`src/sv/dvrt_pkg.sv`:
```
// ----------------------------------------------------------------------------
// Distance-vector route table package
// Shared transaction types, status codes and the token that walks the cells.
// ----------------------------------------------------------------------------
`default_nettype none

package dvrt_pkg;

	// Token index and count fields are sized for the largest supported table.
	localparam int IDX_W = 8;
	localparam int CNT_W = 9;

	localparam logic [15:0] DIST_MAX = 16'hFFFF;
	localparam logic [7:0]  EXPIRY_RST = 8'd16;

	localparam logic [1:0] OP_ADV    = 2'd0;
	localparam logic [1:0] OP_AGE    = 2'd1;
	localparam logic [1:0] OP_LOOKUP = 2'd2;
	localparam logic [1:0] OP_RSVD   = 2'd3;

	typedef enum logic [2:0] {
		ST_INSTALLED = 3'd0,
		ST_KEPT      = 3'd1,
		ST_DROPPED   = 3'd2,
		ST_AGED      = 3'd3,
		ST_HIT       = 3'd4,
		ST_MISS      = 3'd5
	} status_t;

	typedef struct packed {
		logic [1:0]  op;
		logic [31:0] dest_addr;
		logic [31:0] hop_addr;
		logic [31:0] hop_mac;
		logic [15:0] adv_distance;
		logic [15:0] link_distance;
	} cmd_t;

	typedef struct packed {
		logic [2:0]  status;
		logic        found;
		logic [31:0] route_hop_addr;
		logic [31:0] route_hop_mac;
		logic [15:0] route_distance;
		logic [5:0]  entries_used;
	} rsp_t;

	// Token handed from cell to cell, one cell per cycle.
	typedef struct packed {
		logic             valid;
		logic [1:0]       op;
		logic [31:0]      dest;
		logic [31:0]      hop_addr;
		logic [31:0]      hop_mac;
		logic [15:0]      new_dist;
		logic             match;
		logic             inst;
		logic [15:0]      rdist;
		logic [31:0]      r_hop_addr;
		logic [31:0]      r_hop_mac;
		logic             free_found;
		logic [IDX_W-1:0] free_idx;
		logic [CNT_W-1:0] count;
	} token_t;

	// Install of a new destination into the chosen free cell.
	typedef struct packed {
		logic             wr;
		logic [IDX_W-1:0] idx;
		logic [31:0]      dest;
		logic [31:0]      hop_addr;
		logic [31:0]      hop_mac;
		logic [15:0]      distance;
	} install_t;

endpackage

`default_nettype wire

```
`src/sv/dvrt_cell.sv`:
```
// ----------------------------------------------------------------------------
// Route table cell
// Holds one route entry, updates it as the token passes and registers the token.
// ----------------------------------------------------------------------------
`default_nettype none

module dvrt_cell #(
	parameter int IDX = 0
) (
	input  wire logic             clk,
	input  wire logic             arst_n,
	input  wire logic [7:0]       expiry_init,
	input  wire dvrt_pkg::token_t tok_i,
	input  wire dvrt_pkg::install_t ins,
	output dvrt_pkg::token_t      tok_o
);
	import dvrt_pkg::*;

	logic        valid_q;
	logic [31:0] dest_q;
	logic [31:0] hop_addr_q;
	logic [31:0] hop_mac_q;
	logic [15:0] dist_q;
	logic [7:0]  ttl_q;

	logic        valid_d;
	logic        upd;
	logic        hit;
	logic        ins_me;
	logic [7:0]  ttl_d;
	token_t      tok_d;

	assign hit    = valid_q && (dest_q == tok_i.dest);
	assign ins_me = ins.wr && (ins.idx == IDX_W'(IDX));

	always_comb begin
		tok_d   = tok_i;
		valid_d = valid_q;
		ttl_d   = ttl_q;
		upd     = 1'b0;
		if (tok_i.valid) begin
			case (tok_i.op)
				OP_ADV: begin
					if (hit) begin
						tok_d.match = 1'b1;
						if (tok_i.new_dist < dist_q) begin
							upd        = 1'b1;
							tok_d.inst = 1'b1;
							tok_d.rdist = tok_i.new_dist;
						end else begin
							tok_d.rdist = dist_q;
						end
					end else if (!valid_q && !tok_i.free_found) begin
						tok_d.free_found = 1'b1;
						tok_d.free_idx   = IDX_W'(IDX);
					end
				end
				OP_AGE: begin
					if (valid_q) begin
						if (ttl_q <= 8'd1) valid_d = 1'b0;
						else ttl_d = ttl_q - 8'd1;
					end
				end
				OP_LOOKUP: begin
					if (hit) begin
						tok_d.match      = 1'b1;
						tok_d.rdist      = dist_q;
						tok_d.r_hop_addr = hop_addr_q;
						tok_d.r_hop_mac  = hop_mac_q;
					end
				end
				default: begin
				end
			endcase
			tok_d.count = tok_i.count + CNT_W'(valid_d);
		end
	end

	always_ff @(posedge clk or negedge arst_n) begin
		if (!arst_n) begin
			valid_q <= 1'b0;
			tok_o   <= '0;
		end else begin
			tok_o <= tok_d;
			if (ins_me) valid_q <= 1'b1;
			else valid_q <= valid_d;
		end
	end

	always_ff @(posedge clk) begin
		if (ins_me) begin
			dest_q     <= ins.dest;
			hop_addr_q <= ins.hop_addr;
			hop_mac_q  <= ins.hop_mac;
			dist_q     <= ins.distance;
			ttl_q      <= expiry_init;
		end else if (upd) begin
			hop_addr_q <= tok_i.hop_addr;
			hop_mac_q  <= tok_i.hop_mac;
			dist_q     <= tok_i.new_dist;
			ttl_q      <= expiry_init;
		end else begin
			ttl_q <= ttl_d;
		end
	end

endmodule

`default_nettype wire

```
`config.mk`:
```
export PLATFORM = sky130hd
export DESIGN_NAME = dvrt_cell
export DESIGN_NICKNAME = d
export VERILOG_FILES = /design/src/sv/dvrt_pkg.sv /design/src/sv/dvrt_cell.sv
export SDC_FILE = /design/constraint.sdc
export NUM_CORES = 1
export LEC_CHECK = 0
export ABC_CLOCK_PERIOD_IN_PS = 9400
export BUFFER_PORTS_ARGS = -buffer_cell sky130_fd_sc_hd__buf_2
export CORE_AREA = 10 10 212 214
export CTS_CLUSTER_DIAMETER = 50
export DETAILED_ROUTE_END_ITERATION = 10
export DIE_AREA = 0 0 222 224
export PLACE_DENSITY = 0.58
export RECOVER_POWER = 100
export SLEW_MARGIN = 20
export SYNTH_ARGS = -nofsm -noshare
export SYNTH_HDL_FRONTEND = slang
export SYNTH_SLANG_ARGS = --single-unit
export TNS_END_PERCENT = 1
```
`constraint.sdc`:
```
create_clock -name clk -period 9.4 [get_ports clk]
set_clock_uncertainty 0.05 [all_clocks]
set_input_delay 1.88 -clock clk [delete_from_list [all_inputs] [get_ports clk]]
set_output_delay 1.88 -clock clk [all_outputs]
set_load 0.01 [all_outputs]
```
# After elaboration in Yosys (flattened, before gate mapping)
# Index checks and enable logic that the tools add are counted.
# word_totals
out_inout_bits	215
wordCells	76
ff_bits	336
in_bits	346
# classes
magnitude_cmp	2
eq_ne	4
n_reduce_logical	13
mux	35
n_addsub	2
# ops
operator	n
32-bit two-way mux	4
100-bit two-way mux	1
80-bit two-way mux	1
64-bit two-way mux	1
16-bit two-way mux	3
8-bit two-way mux	6
32-bit equality test	1
16-bit case mux with 2 select lines	1
9-bit two-way mux	3
18-bit two-way mux	1
16-bit < comparator	1
1-bit two-way mux	13
9-bit by 1-bit adder with 9-bit output	1
3-bit nonzero test	3
8-bit by 1-bit less-or-equal comparator with 1-bit output (second input constant)	1
8-bit logical NOT	1
8-bit by 1-bit subtractor with 8-bit output (second input constant)	1
4-bit AND reduction	1
2-bit nonzero test	2
1-bit logical AND	3
3-bit != test (second input constant)	1
2-bit by 1-bit equality test with 1-bit output (second input constant)	1
2-bit equality test (second input constant)	1
1-bit logical NOT	2
2 further kinds	2

# Logic depth before layout (Yosys ltp)
# Gate-level depths: netlist (run 1).
# depth
word_depth	7
mapped_depth	10

# Least setup slack after synthesis (run 1)
# OpenSTA, ideal clock, no wires.
# synth_timing
kind	input-to-reg
startpoint	input port tok_i[109] (netlist name)
endpoint	register dist_q[0], enable pin
stages	8
required_time_ps	8909
path_slack_ps	3333
path_buffers	1
t_arrival_ps	5577
path_cell_list	ha_1 and3_1 o311a_1 a2111o_1 a211oi_2 clkbuf_1 nand2_1 nand2_1
# synth_between
elab_chain_len	6
# synth_rtl
element	line	rtl
start, declared	dvrt_cell.sv:13	input wire dvrt_pkg::token_t tok_i,
16-bit < comparator	dvrt_cell.sv:46	if (tok_i.new_dist < dist_q) begin
1-bit two-way mux	dvrt_cell.sv:46	
1-bit two-way mux	dvrt_cell.sv:44	if (hit) begin
1-bit two-way mux	dvrt_cell.sv:42	case (tok_i.op)
1-bit two-way mux	dvrt_cell.sv:41	if (tok_i.valid) begin
2-bit nonzero test (no line)	n/a	
end signal, assigned	dvrt_cell.sv:95	dist_q <= ins.distance;
end signal, assigned	dvrt_cell.sv:100	dist_q <= tok_i.new_dist;
end, declared	dvrt_cell.sv:23	logic [15:0] dist_q;
# No other way between the ends.
# A chain may end at the register's enable or synchronous reset.

# Worst setup path in the final report (run 1)
# layout_timing
startpoint	input port ins[113] (netlist name)
endpoint	register ttl_q[0], data pin
# layout_between
elab_chain_len	3
# layout_rtl
element	line	rtl
start, declared	dvrt_cell.sv:14	input wire dvrt_pkg::install_t ins,
8-bit logical NOT	dvrt_cell.sv:34	assign ins_me = ins.wr && (ins.idx == IDX_W'(IDX));
1-bit logical AND	dvrt_cell.sv:34	
8-bit two-way mux	dvrt_cell.sv:91	if (ins_me) begin
end signal, assigned	dvrt_cell.sv:96	ttl_q <= expiry_init;
end signal, assigned	dvrt_cell.sv:101	ttl_q <= expiry_init;
end signal, assigned	dvrt_cell.sv:103	ttl_q <= ttl_d;
end, declared	dvrt_cell.sv:24	logic [7:0] ttl_q;
# No other way between the ends.

==> impl_summary.md, run 1 <==
GRT
The met1 usage in global routing is 0.193. In this run the most used layer during global routing was met2. The met2 capacity usage during global routing is 0.293. Entering global routing, the biggest net connects 106 pins.

Global routing finished with a remaining overflow of 0. The number of antenna violations at the first check in global routing is 7. Across every metal layer, demand over resource in global routing totals 0.169. The met3 global-route usage is 0.0647. The via count of the first global-routing pass is 9,994.

The first-pass GRT wire length is 64,300 um.

Floorplan
The number of placed I/O pins is 561. From bottom edge to top edge, the die measures 224 um. The number of core rows is 74. The initial utilization of the core area, before any placement, comes to 0.316.

The area of the core region is 40,600 sq um. The floorplan step defined a die boundary enclosing 49,700 sq um. The horizontal die dimension is 222 um.

Synthesis
The synthesized design contains 120 enable-type register cells. Of the post-synthesis cell area, the dominant cell type holds 0.422. Of all flip-flops after synthesis, the portion carrying an async set or reset was 0.643. After synthesis, the mean cell area works out to 13.9 sq um. The count of mapped cells out of synthesis is 920. The netlist area before placement is 12,800 sq um. By area the synthesized netlist is led by sky130_fd_sc_hd__dfrtp_1, sky130_fd_sc_hd__edfxtp_1, sky130_fd_sc_hd__nand2_1, sky130_fd_sc_hd__mux2_4, sky130_fd_sc_hd__xor2_1. The yosys synthesis warning count is 0.

Among all flip-flop cells after synthesis, the most frequent one is sky130_fd_sc_hd__dfrtp_1. The synthesized net count is 1,285. The number of distinct standard cells referenced by the synthesized netlist is 43. The register bit count reported by yosys is 336. The fraction of the yosys area taken by sequential cells is 0.704. Summed over all instances, the cell type with the most area after synthesis is sky130_fd_sc_hd__dfrtp_1.

Detailed routing
The routed via count divided by cell count is 4.42. Wires add up to 43,700 um. The residual antenna-violating net count after detailed routing is 0.

The detailed router finished its first iteration with 359 violations. The detailed router placed 9,145 vias in this run. The DRC violation count after routing is 0.

The iteration count of the initial detailed-routing pass is 4. Dividing the detail-routed wire length by the instance count gives 21.2 um.

Timing
The max-slew violation count is 253. In the post-route analysis, the smallest setup slack over all paths is 2.88 ns. On the final layout, the worst hold slack is 0.401 ns. Setup violations remaining at the end of the flow were counted as 0. For this run, the top clock speed supported by timing is 153 MHz. Setup repair after global routing left no endpoint under its margin. The routed design could run at a clock period as short as 6.52 ns. Dividing the final minimum period by the clock period gives 0.693. The hold violation count in the final report came to 0. Summed over all failing endpoints, the final setup total negative slack is 0 ns. The transition at the pin with the smallest max-transition slack is 3.46 ns. The max-slew headroom at the worst pin is -1.30.

Clock network
The latest clock arrival within the worst-skew pair is 0.54 ns. Clock tree synthesis inserted a total of 41 buffers. The clock input transition at the sequential cells of the worst setup and hold paths is 0.06 ns. The clock tree from TritonCTS is done.

The number of sinks handled by clock tree synthesis is 336. The H-tree depth is 2. The root buffer cell chosen for the clock tree is sky130_fd_sc_hd__clkbuf_16.

The largest buffer count on any clock path is 3. The number of hold-repair buffers added at the cts stage is 0. Post-CTS timing repair inserted 0 buffers for setup. The number of instances resized during post-cts repair is 0.

Critical path
Counting cells, the worst reg-to-reg path comes to 9. At the worst endpoint, the arrival time is 6.76 ns. The most critical setup path has its startpoint at ins[113]. The worst setup path is launched from an input port.

The setup slack on the worst flop-to-flop path is 4.64 ns. By startpoint and endpoint, the worst setup path is classified as in2reg. The endpoint of the worst-slack reg-to-reg timing path is hop_addr_q[15]. The most critical setup path has its endpoint at ttl_q[0].

Of all nets on the critical path, the largest fanout is 83. For the worst setup path, the data required time is 9.64 ns. The startpoint of the worst register-to-register path is dist_q[9]. The critical path endpoint category is a flop.

Layout
The final design utilization is 0.415. Compared with the post-synthesis result, the final layout area differs by 31.4%. After routing the design area is 16,800 sq um. The share of layout cells above drive strength 1 is 0.219.

The final layout net count is 1,866. The non-filler instance count after layout is 2,068.

Power
Summed over all cells, the static leakage comes to 7.38 nW. The total power is 3.34 mW. IR analysis of the VDD net gives a maximum drop of 0.156 mV. The power density over the cells is 199 nW/um^2.

Place
The routability-driven placement congestion ratio is 0.853. Detailed placement finished with a half-perimeter wire length of 34,300 um. The number of port buffers is 560. Before CTS, the worst setup slack after placement is 3.92 ns.

The cell count after placement is 1,990. The placed instances occupy a cell area of 16,200 sq um.

Run status
The flow ran to the end, but the final reports show violations. The final reports fail on max-capacitance violations, max-slew violations.

Flow run
The tool flagged a number of max-cap violations equal to 7.

Min path
The path class of the tightest hold or removal check is reg2reg.
cell families after synthesis:
kind of cell               after synthesis  share of synthesized area
AOI/OAI and AO/OA                       53                     0.0279
xor gates and xnor gates                45                     0.0308
adders and majority gates               19                     0.0186
buffers and inverters                   57                     0.0243
DFF                                    336                      0.704
muxes                                   74                     0.0825
and+or+nand+nor                        336                      0.112
worst max-delay path: stages:
cell and delay [ns]:
sky130_fd_sc_hd__buf_2 0.08, sky130_fd_sc_hd__nor3_1 0.04, sky130_fd_sc_hd__nand4b_1 0.08, sky130_fd_sc_hd__buf_4 0.75
sky130_fd_sc_hd__clkinvlp_2 1.78, sky130_fd_sc_hd__buf_4 0.90, sky130_fd_sc_hd__a21oi_1 0.76, sky130_fd_sc_hd__mux2_2 0.41
where the power goes:
part           switching (mW)  leakage, nW  total (mW)  internal, mW
sequential             0.0156         3.59        1.58          1.57
combinational           0.147         3.12       0.242        0.0952
clock                   0.630        0.658        1.51         0.883
how the worst min path moves through the flow:
stage                         from        end  slack, ns  cells past startpoint
floorplan             hop_mac_q[0]  tok_o[18]       0.41                      1
global placement      hop_mac_q[3]  tok_o[21]       0.41                      1
detailed placement   hop_mac_q[12]  tok_o[30]       0.41                      1
CTS                 hop_addr_q[26]  tok_o[76]       0.42                      1
global route         hop_mac_q[26]  tok_o[44]       0.42                      1
finish               hop_mac_q[19]  tok_o[37]       0.40                      1
final cells by class:
type / count / area, sq um
Antenna cell: 2 / 5.00
Clock buffer: 54 / 1160
Clock inverter: 22 / 164
Fill cell: 4069 / 23700
Inverter: 27 / 103
Multi-Input combinational cell: 527 / 3250
Sequential cell: 336 / 9010
Tap cell: 532 / 666
Timing Repair Buffer: 568 / 2460
synthesized netlist by cell type (4+ instances only):
library cell and number:
sky130_fd_sc_hd__xor2_1 34, sky130_fd_sc_hd__mux2_4 60, sky130_fd_sc_hd__dfrtp_1 216, sky130_fd_sc_hd__nor3_1 5, sky130_fd_sc_hd__a22oi_1 16, sky130_fd_sc_hd__ha_1 19, sky130_fd_sc_hd__nand4_1 4, sky130_fd_sc_hd__edfxtp_1 120
sky130_fd_sc_hd__nand2_1 256, sky130_fd_sc_hd__mux2_2 12, sky130_fd_sc_hd__xnor2_1 11, sky130_fd_sc_hd__a21oi_1 22, sky130_fd_sc_hd__nor2_1 21, sky130_fd_sc_hd__clkbuf_1 24, sky130_fd_sc_hd__and3_1 4, sky130_fd_sc_hd__nor2b_1 11
sky130_fd_sc_hd__nor4_1 16, sky130_fd_sc_hd__inv_1 27, sky130_fd_sc_hd__buf_12 6
registers in the layout (all words and copies together) (netlist names):
name	cells
hop_mac_q	32
dist_q	16
dest_q	32
tok_o	215
valid_q	1
hop_addr_q	32
ttl_q	8
layer usage:
layer | up-vias | wire length, um | part of all wire
met5 | - | 50 | 0.0011
met4 | 6 | 898 | 0.021
met3 | 53 | 3710 | 0.085
met2 | 404 | 21800 | 0.50
met1 | 4390 | 17300 | 0.40
li1 | 4292 | - | -
cell usage in the layout (no fill, tap or decap), drive strengths merged, types with 3 or more instances in the layout:
master	Yosys	final
nor4	17	17
nor2b	11	11
nor3	5	5
xnor2	11	11
and3	4	4
xor2	34	34
nand2	257	257
mux2	72	72
inv	27	33
clkbuf	24	372
a22oi	16	16
a21oi	22	22
or4	4	4
nor2	21	21
edfxtp	120	120
buf	6	250
ha	19	19
nand4	4	4
nand3	3	3
dfrtp	216	216
a21o	3	3
clkinv	0	14
(Power assumes the default switching activity.)
==> run 2, diff against run 1 <==
- ABC_AREA: default -> 1
- ABC_CLOCK_PERIOD_IN_PS: 9400 -> 5500
- CORE_AREA: 10 10 212 214 -> 10 10 210 212
- DIE_AREA: 0 0 222 224 -> 0 0 220 222
- PLACE_DENSITY: 0.58 -> 0.64
- clock period: 9.4 -> 5.5 ns (I/O delays scaled with it)
==> impl_summary.md, run 2 <==
Run status
The run finished, with violations left. The final reports fail on max-capacitance violations, max-slew violations.

Detailed routing
The residual antenna-violating net count after detailed routing was 0 (unchanged). The final wirelength is 50,300 um (+15%). The DRC violation count after routing was 0 (unchanged). The total vias in the final route is 11,300 (+24%). The routed via count divided by cell count is 4.48 (+1.3%). The number of design-rule violations left by the first detailed-router iteration came to 821 (+130%).

The average routed wire per standard cell is 19.9 um (-6.1%). The iteration count of the initial detailed-routing pass was 7 (+3).

Critical path
The data required time at the worst endpoint was 5.74 ns (-3.90 ns). The arrival time at the worst endpoint is 4.48 ns (-2.28 ns). The kind of launch point of the worst setup path is an input port. The kind of cell with the highest combined delay on the critical path is simple AND/OR/NAND/NOR gates.

The delay contributed by the slowest stage of the critical path is 1.13 ns (-0.65 ns). The cell depth of the worst flop-to-flop path came to 12 (+3). The cell with the largest stage delay on the worst path is sky130_fd_sc_hd__nand2_2.

The signal on the critical path passes through clkbuf_1, nor2_1, clkbuf_1, nand2_1, nor2_4, nand2_2, nand2_2, buf_12, o21ai_0. The setup slack on the worst flop-to-flop path is 1.71 ns (-2.93 ns). STA classifies the critical path endpoint as a flop.

The number of buffer and inverter stages on the critical path came to 3 (-1). The number of cells on the critical path came to 9 (+1). The largest fanout on the critical path came to 60 (-28%).

The type of the worst setup path is in2reg.

Clock network
The clock input transition at the sequential cells of the worst setup and hold paths came to 0.06 ns (about the same). The tree is rooted in a sky130_fd_sc_hd__clkbuf_16. The post-CTS setup-driven buffer insertion count is 0 (unchanged). The number of hold-repair buffers added at the cts stage is 0 (unchanged).

The largest buffer count on any clock path is 3 (unchanged). The H-tree depth was 2 (unchanged). The number of sinks handled by clock tree synthesis is 336 (unchanged). The total CTS buffers is 45 (+9.8%). TritonCTS built the clock tree. The number of instances resized during post-cts repair is 0 (unchanged).

The latest clock arrival within the worst-skew pair is 0.56 ns (+0.02 ns).

Floorplan
The number of core rows is 73 (-1.4%). The area of the die is 48,800 sq um (-1.8%). The number of placed I/O pins was 561 (unchanged).

The horizontal die dimension is 220 um (-0.90%). The initial standard-cell utilization of the core came to 0.346 (+0.0304). The height of the die is 222 um (-0.89%). The area of the core region came to 39,600 sq um (-2.3%).

Synthesis
Ranked by total cell area, the synthesized netlist is headed by sky130_fd_sc_hd__dfrtp_1, sky130_fd_sc_hd__edfxtp_1, sky130_fd_sc_hd__nand2_1, sky130_fd_sc_hd__inv_1, sky130_fd_sc_hd__o21ai_1. After synthesis, the most frequently instantiated cells are sky130_fd_sc_hd__nand2_1, sky130_fd_sc_hd__dfrtp_1, sky130_fd_sc_hd__inv_1, sky130_fd_sc_hd__edfxtp_1, sky130_fd_sc_hd__o21ai_1. The register bit count reported by yosys came to 336 (unchanged). Among all cell types in the netlist, the one instantiated most often is sky130_fd_sc_hd__nand2_1. The yosys synthesis warning count is 0 (unchanged). Summed over all instances, the cell type with the most area after synthesis is sky130_fd_sc_hd__dfrtp_1. The mean post-synth cell area is 9.93 sq um (-29%). The most used flip-flop cell after synthesis is sky130_fd_sc_hd__dfrtp_1.

The netlist area before placement is 13,700 sq um (+7.2%). The number of distinct standard cells referenced by the synthesized netlist is 39 (-9.3%). The fraction of the yosys area taken by sequential cells is 0.657 (-0.0470). The share of synthesized registers carrying an async set or reset is 0.643 (unchanged). The synthesized net count came to 1,747 (+36%). The count of flip-flops with a built-in enable after synthesis is 120 (unchanged). The count of mapped cells out of synthesis is 1,382 (+50%).

The share of the synthesized area in the top cell type was 0.394 (-0.0282).

Power
The fraction of power spent switching nets is 0.240 (+0.00290). The net switching component of the power came to 1.50 mW (+89%). The power share of the combinational group was 0.076 (+0.003).

The power density over the cells is 342 nW/um^2 (+72%). The share of power burned in the clock network came to 0.490 (+0.037). The standby leakage power is 8.82 nW (+20%).

The internal power component came to 4.75 mW (+86%). The largest voltage drop on the vdd net is 0.253 mV (+63%). The sequential cell fraction of total power came to 0.434 (-0.040).

Place
The post-place instance area is 17,100 sq um (+5.9%). The cell count after placement is 2,433 (+22%). The post-DP HPWL is 39,300 um (+14%). The number of port buffers is 560 (unchanged). The placement-stage worst setup slack is 1.52 ns (-2.41 ns).

The routability-driven placement congestion ratio was 0.875 (+2.6%).

Timing
For this run, the top clock speed supported by timing is 236 MHz. The final setup slack of the worst path is 1.26 ns (-1.62 ns). The worst path in the final design needs a cycle of 4.24 ns, including I/O delays and setup.

The transition at the pin with the smallest max-transition slack came to 3.18 ns (-0.277 ns). The max-slew violation count is 224 (-11%). The setup TNS is 0 ns (unchanged). Setup repair after global routing left no endpoint under its margin. The hold violation count in the final report is 0 (unchanged). The smallest hold slack is 0.451 ns (+0.0503 ns). The max-slew headroom at the worst pin was -1.12 (+0.185). Of the available clock period, the critical path in the final layout requires 0.771. The setup violation total in the final timing report came to 0 (unchanged).

Layout
Relative to the synthesized area, the layout overhead comes to 33.1%. The final layout net count came to 2,320 (+24%). The library cells used most frequently in the layout, excluding fill and tap cells, are sky130_fd_sc_hd__nand2_1, sky130_fd_sc_hd__clkbuf_1, sky130_fd_sc_hd__buf_2. The filler cell count is 3,932 (-3.4%). The number of flip-flops in the largest register is 215 (unchanged). The non-filler instance count after layout was 2,532 (+22%). The leading cell type in the layout, fill and taps excluded is sky130_fd_sc_hd__nand2_1. The total non-filler cell area in the finished layout is 18,300 sq um (+8.5%). Ranked by flip-flop count, first place goes to tok_o. The share of layout cells above drive strength 1 was 0.181 (-0.0378).

GRT
The overall routing resource usage is 0.200 (+0.0302). The first-pass GRT wire length is 73,400 um (+14%). The number of antenna violations at the first check in global routing is 21 (+14). The global route total overflow is 0 (unchanged). The largest net degree at the start of global routing is 119 (+12%). The via count of the first global-routing pass came to 12,100 (+21%).

Min path
The path class of the lowest-slack min-delay path is reg2reg. The worst hold path depth is 2 (+1).

Flow run
The count of max-cap constraint violations was 3 (-4).
## run 2: cell count changes in the layout (fill, tap and decap cells not counted), moves of 16 or more
cell,change
sky130_fd_sc_hd__nand3_1,+39
sky130_fd_sc_hd__nand2_1,+244
sky130_fd_sc_hd__nor2_1,+46
sky130_fd_sc_hd__inv_1,+146
sky130_fd_sc_hd__o21ai_0,+74
sky130_fd_sc_hd__a22oi_1,-16
sky130_fd_sc_hd__mux2_1,-60
sky130_fd_sc_hd__xor2_1,-27
## run 2: power by group through the flow
stage               Sequential [mW]  Combinational, mW  Clock (mW)
finish                         2.71              0.473        3.06
floorplan                      2.80              0.131           0
global placement               2.75              0.510           0
detailed placement             2.76              0.519           0
CTS                            2.71              0.522        3.15
global route                   2.72              0.531        3.25
## run 2: layout make-up
type / count / area [sq um] / area share
well taps: 525 / 657 / 0.0360
multi-input cells: 826 / 3770 / 0.207
clock inverters: 27 / 332 / 0.0182
flip-flops and latches: 336 / 9010 / 0.493
clock buffers: 57 / 1250 / 0.0687
diodes: 15 / 37.5 / 0.00206
repair buffers: 570 / 2530 / 0.139
inverters: 176 / 662 / 0.0363
## run 2: worst reg2reg max path, delay by kind of cell (launching register included)
family	cells	cell delay [ns]
compound gates	2	0.19
buf+inv	2	1.28
flops	1	0.40
simple gates	8	1.75
## run 2: worst paths after layout
check | startpoint | end
max | tok_i[213] | ttl_q[5]
max reg2reg | dest_q[13] | tok_o[70]
max in group asynchronous | arst_n | tok_o[213]
min | hop_addr_q[27] | tok_o[77]
min reg2reg | hop_addr_q[27] | tok_o[77]
min in group asynchronous | arst_n | tok_o[192]
## run 2: per-layer routing
layer	share of wire	vias to the layer above	GRT usage
met1	0.38	5317	0.226
li1	-	5503	-
met2	0.51	421	0.340
met3	0.086	90	0.0615
met5	0.0018	-	0
met4	0.027	14	0.0843
## run 2: metrics by stage
stage	total power, mW	util
final	6.25	0.461
after global routing	6.50	0.460
after CTS	6.38	0.471
after detailed placement	3.27	0.431
after global placement	3.26	0.431
after floorplan	2.93	-
## run 2: kinds of logic after synthesis
family	synth area share
and+or+nand+nor	0.197
DFF	0.657
buffers and inverters	0.0650
AOI/OAI and AO/OA	0.0508
xor gates and xnor gates	0.0134
adders and majority gates	0.0173
==> run 3, diff against run 2 <==
- ABC_AREA: 1 -> 0
- ABC_CLOCK_PERIOD_IN_PS: 5500 -> 3500
- CORE_AREA: 10 10 210 212 -> 10 10 212 214
- DIE_AREA: 0 0 220 222 -> 0 0 222 224
- PLACE_DENSITY: 0.64 -> 0.6
- clock period: 5.5 -> 3.5 ns (I/O delays scaled with it)
==> impl_summary.md, run 3 (same netlist as run 1, synthesis figures left out) <==
Run status
The checks that failed: max-capacitance violations, max-slew violations. The flow ran to the end, but the final reports show violations.

Critical path
The cell depth of the worst flop-to-flop path is 9 (-3). In this run the critical register-to-register path is launched from dist_q[10]. The largest fanout on the critical path is 32 (-47%). The data required time at the worst endpoint is 3.68 ns (-2.06 ns). The endpoint of the worst-slack reg-to-reg timing path is hop_mac_q[3].

The kind of launch point of the worst setup path is an input port. The setup slack on the worst flop-to-flop path came to 0.36 ns (-1.35 ns). The arrival time at the worst endpoint came to 3.33 ns (-1.15 ns). The type of the worst setup path is in2reg.

The worst setup path is captured at a flop.

Power
The standby leakage power came to 7.56 nW (-14%). The largest voltage drop on the vdd net is 0.440 mV (+74%). The total power is 9.50 mW (+52%).

The power density over the cells is 553 nW/um^2 (+62%).

Layout
The non-filler instance count after layout is 2,088 (-18%). The library cell used most frequently in the layout, excluding fill and tap cells, is sky130_fd_sc_hd__clkbuf_1. The final layout net count is 1,884 (-19%).

The top cell types in the final layout, fill and taps aside, are sky130_fd_sc_hd__clkbuf_1, sky130_fd_sc_hd__nand2_1, sky130_fd_sc_hd__buf_2. The number of flip-flops in the largest register is 215 (unchanged). The growth of design area from synthesis to finish is 34.2%. The filler cell count is 4,029 (+2.5%). The total non-filler cell area in the finished layout came to 17,200 sq um (-5.9%).

The share of layout cells above drive strength 1 was 0.233 (+0.0522). The top register by number of flip-flops is tok_o.

Clock network
The largest buffer count on any clock path is 3 (unchanged). The H-tree depth is 2 (unchanged). The latest clock arrival within the worst-skew pair came to 0.56 ns (about the same). The number of instances resized during post-cts repair was 0 (unchanged). The clock input transition at the sequential cells of the worst setup and hold paths is 0.06 ns (about the same). The number of sinks handled by clock tree synthesis is 336 (unchanged). The total CTS buffers is 44 (-2.2%). The number of hold-repair buffers added at the cts stage is 0 (unchanged). The root buffer cell chosen for the clock tree is sky130_fd_sc_hd__clkbuf_16. The clock tree from TritonCTS is done. The post-CTS setup-driven buffer insertion count is 0 (unchanged).

Place
The post-DP HPWL is 35,200 um (-10%). The post-place instance area is 16,400 sq um (-4.3%). The routability-driven placement congestion ratio is 0.843 (-3.6%). The number of port buffers is 560 (unchanged). The cell count after placement is 2,005 (-18%).

Min path
The path class of the lowest-slack min-delay path is in2reg. The terminating pin of the worst hold path is tok_o[177]. The worst hold path depth is 1 (-1). The worst hold path begins at tok_i[177].

Timing
The smallest hold slack was 0.210 ns (-0.241 ns). The setup TNS is 0 ns (unchanged). The share of the clock period used by the worst path is 0.899.

For the finished layout, the period the worst path requires is 3.15 ns. The hold violation count in the final report is 0 (unchanged). The setup violation total in the final timing report is 0 (unchanged). Setup repair after global routing left no endpoint under its margin. The max-slew violation count is 176 (-21%). The transition at the pin with the smallest max-transition slack is 1.67 ns (-1.51 ns). Timing would allow up to 318 MHz. The max-slew headroom at the worst pin is -0.114 (+1.01).

Flow run
The count of max-cap constraint violations is 2 (-1).

GRT
The via count of the first global-routing pass came to 10,200 (-16%). The overall routing resource usage is 0.174 (-0.0260). The largest net degree at the start of global routing is 114 (-4.2%).

The global route total overflow is 0 (unchanged). The number of antenna violations at the first check in global routing was 5 (-76%). The first-pass GRT wire length is 65,800 um (-10%).

Floorplan
The number of placed I/O pins is 561 (unchanged). The horizontal die dimension is 222 um (+0.91%). The area of the die is 49,700 sq um (+1.8%). The area of the core region is 40,600 sq um (+2.3%). The height of the die was 224 um (+0.90%). The number of core rows is 74 (+1.4%). The initial standard-cell utilization of the core was 0.316 (-0.0304).

Detailed routing
The residual antenna-violating net count after detailed routing was 0 (unchanged). The DRC violation count after routing is 0 (unchanged). The number of design-rule violations left by the first detailed-router iteration is 590 (-28%). The total vias in the final route is 9,254 (-18%). The routed via count divided by cell count is 4.43 (-1.1%). The average routed wire per standard cell is 21.4 um (+7.7%). The iteration count of the initial detailed-routing pass is 5 (-2). The final wirelength is 44,700 um (-11%).
[run 3: cell count changes in the layout (fill, tap and decap cells not counted), moves of 16 or more]
cell | before | now
sky130_fd_sc_hd__nand3_1 | 42 | 3
sky130_fd_sc_hd__inv_1 | 172 | 26
sky130_fd_sc_hd__nand2_1 | 501 | 257
sky130_fd_sc_hd__xor2_1 | 7 | 34
sky130_fd_sc_hd__o21ai_0 | 76 | 2
sky130_fd_sc_hd__nor2_1 | 67 | 21
sky130_fd_sc_hd__mux2_1 | 0 | 55
sky130_fd_sc_hd__a22oi_1 | 0 | 16
[run 3: layout make-up]
| cell class | count | area, sq um | area share |
|---|---|---|---|
| repair buffers | 583 | 2590 | 0.151 |
| clock buffers | 61 | 1300 | 0.0756 |
| multi-input cells | 527 | 3280 | 0.191 |
| well taps | 532 | 666 | 0.0387 |
| flip-flops and latches | 336 | 9010 | 0.524 |
| clock inverters | 21 | 236 | 0.0138 |
| inverters | 27 | 103 | 0.00597 |
| diodes | 1 | 2.50 | 0.000146 |
[run 3: per-layer routing]
| layer | wire (um) | global-route usage |
|---|---|---|
| met1 | 17700 | 0.203 |
| met2 | 22100 | 0.297 |
| met3 | 3880 | 0.0600 |
| met4 | 911 | 0.0492 |
| met5 | 27 | 0 |
[run 3: where the power goes]
group          switching [mW]  leakage, nW  total, mW  internal (mW)
clock                    1.79        0.730       4.58           2.79
combinational           0.400         3.23      0.661          0.261
sequential             0.0448         3.59       4.26           4.21
[run 3: worst max-delay path by stage]
stage | startpoint | endpoint | slack (ns) | depth (start not counted)
final | tok_i[111] | hop_mac_q[3] | 0.35 | 9
after global placement | tok_i[109] | hop_mac_q[6] | 0.04 | 9
after global routing | dist_q[10] | hop_mac_q[3] | 0.15 | 9
after CTS | dist_q[10] | hop_mac_q[3] | 0.46 | 9
after floorplan | tok_i[109] | dist_q[0] | 0.09 | 8
after detailed placement | tok_i[111] | hop_mac_q[27] | 0.02 | 9
[run 3: per-stage QoR]
step | setup WS [ns] | utilization
after floorplan | 0.0873 | -
after global placement | 0.0360 | 0.404
after detailed placement | 0.0231 | 0.404
after CTS | 0.456 | 0.441
after global routing | 0.154 | 0.424
final | 0.354 | 0.424
[run 3: worst max-delay path: stages]
cell and delay [ns]:
sky130_fd_sc_hd__clkbuf_1 0.28, sky130_fd_sc_hd__ha_1 0.31, sky130_fd_sc_hd__and4_1 0.23, sky130_fd_sc_hd__a21o_1 0.18, sky130_fd_sc_hd__a2111o_1 0.47, sky130_fd_sc_hd__a211oi_4 0.41
sky130_fd_sc_hd__nand2_1 0.10, sky130_fd_sc_hd__nand2_1 0.36, sky130_fd_sc_hd__buf_12 0.27
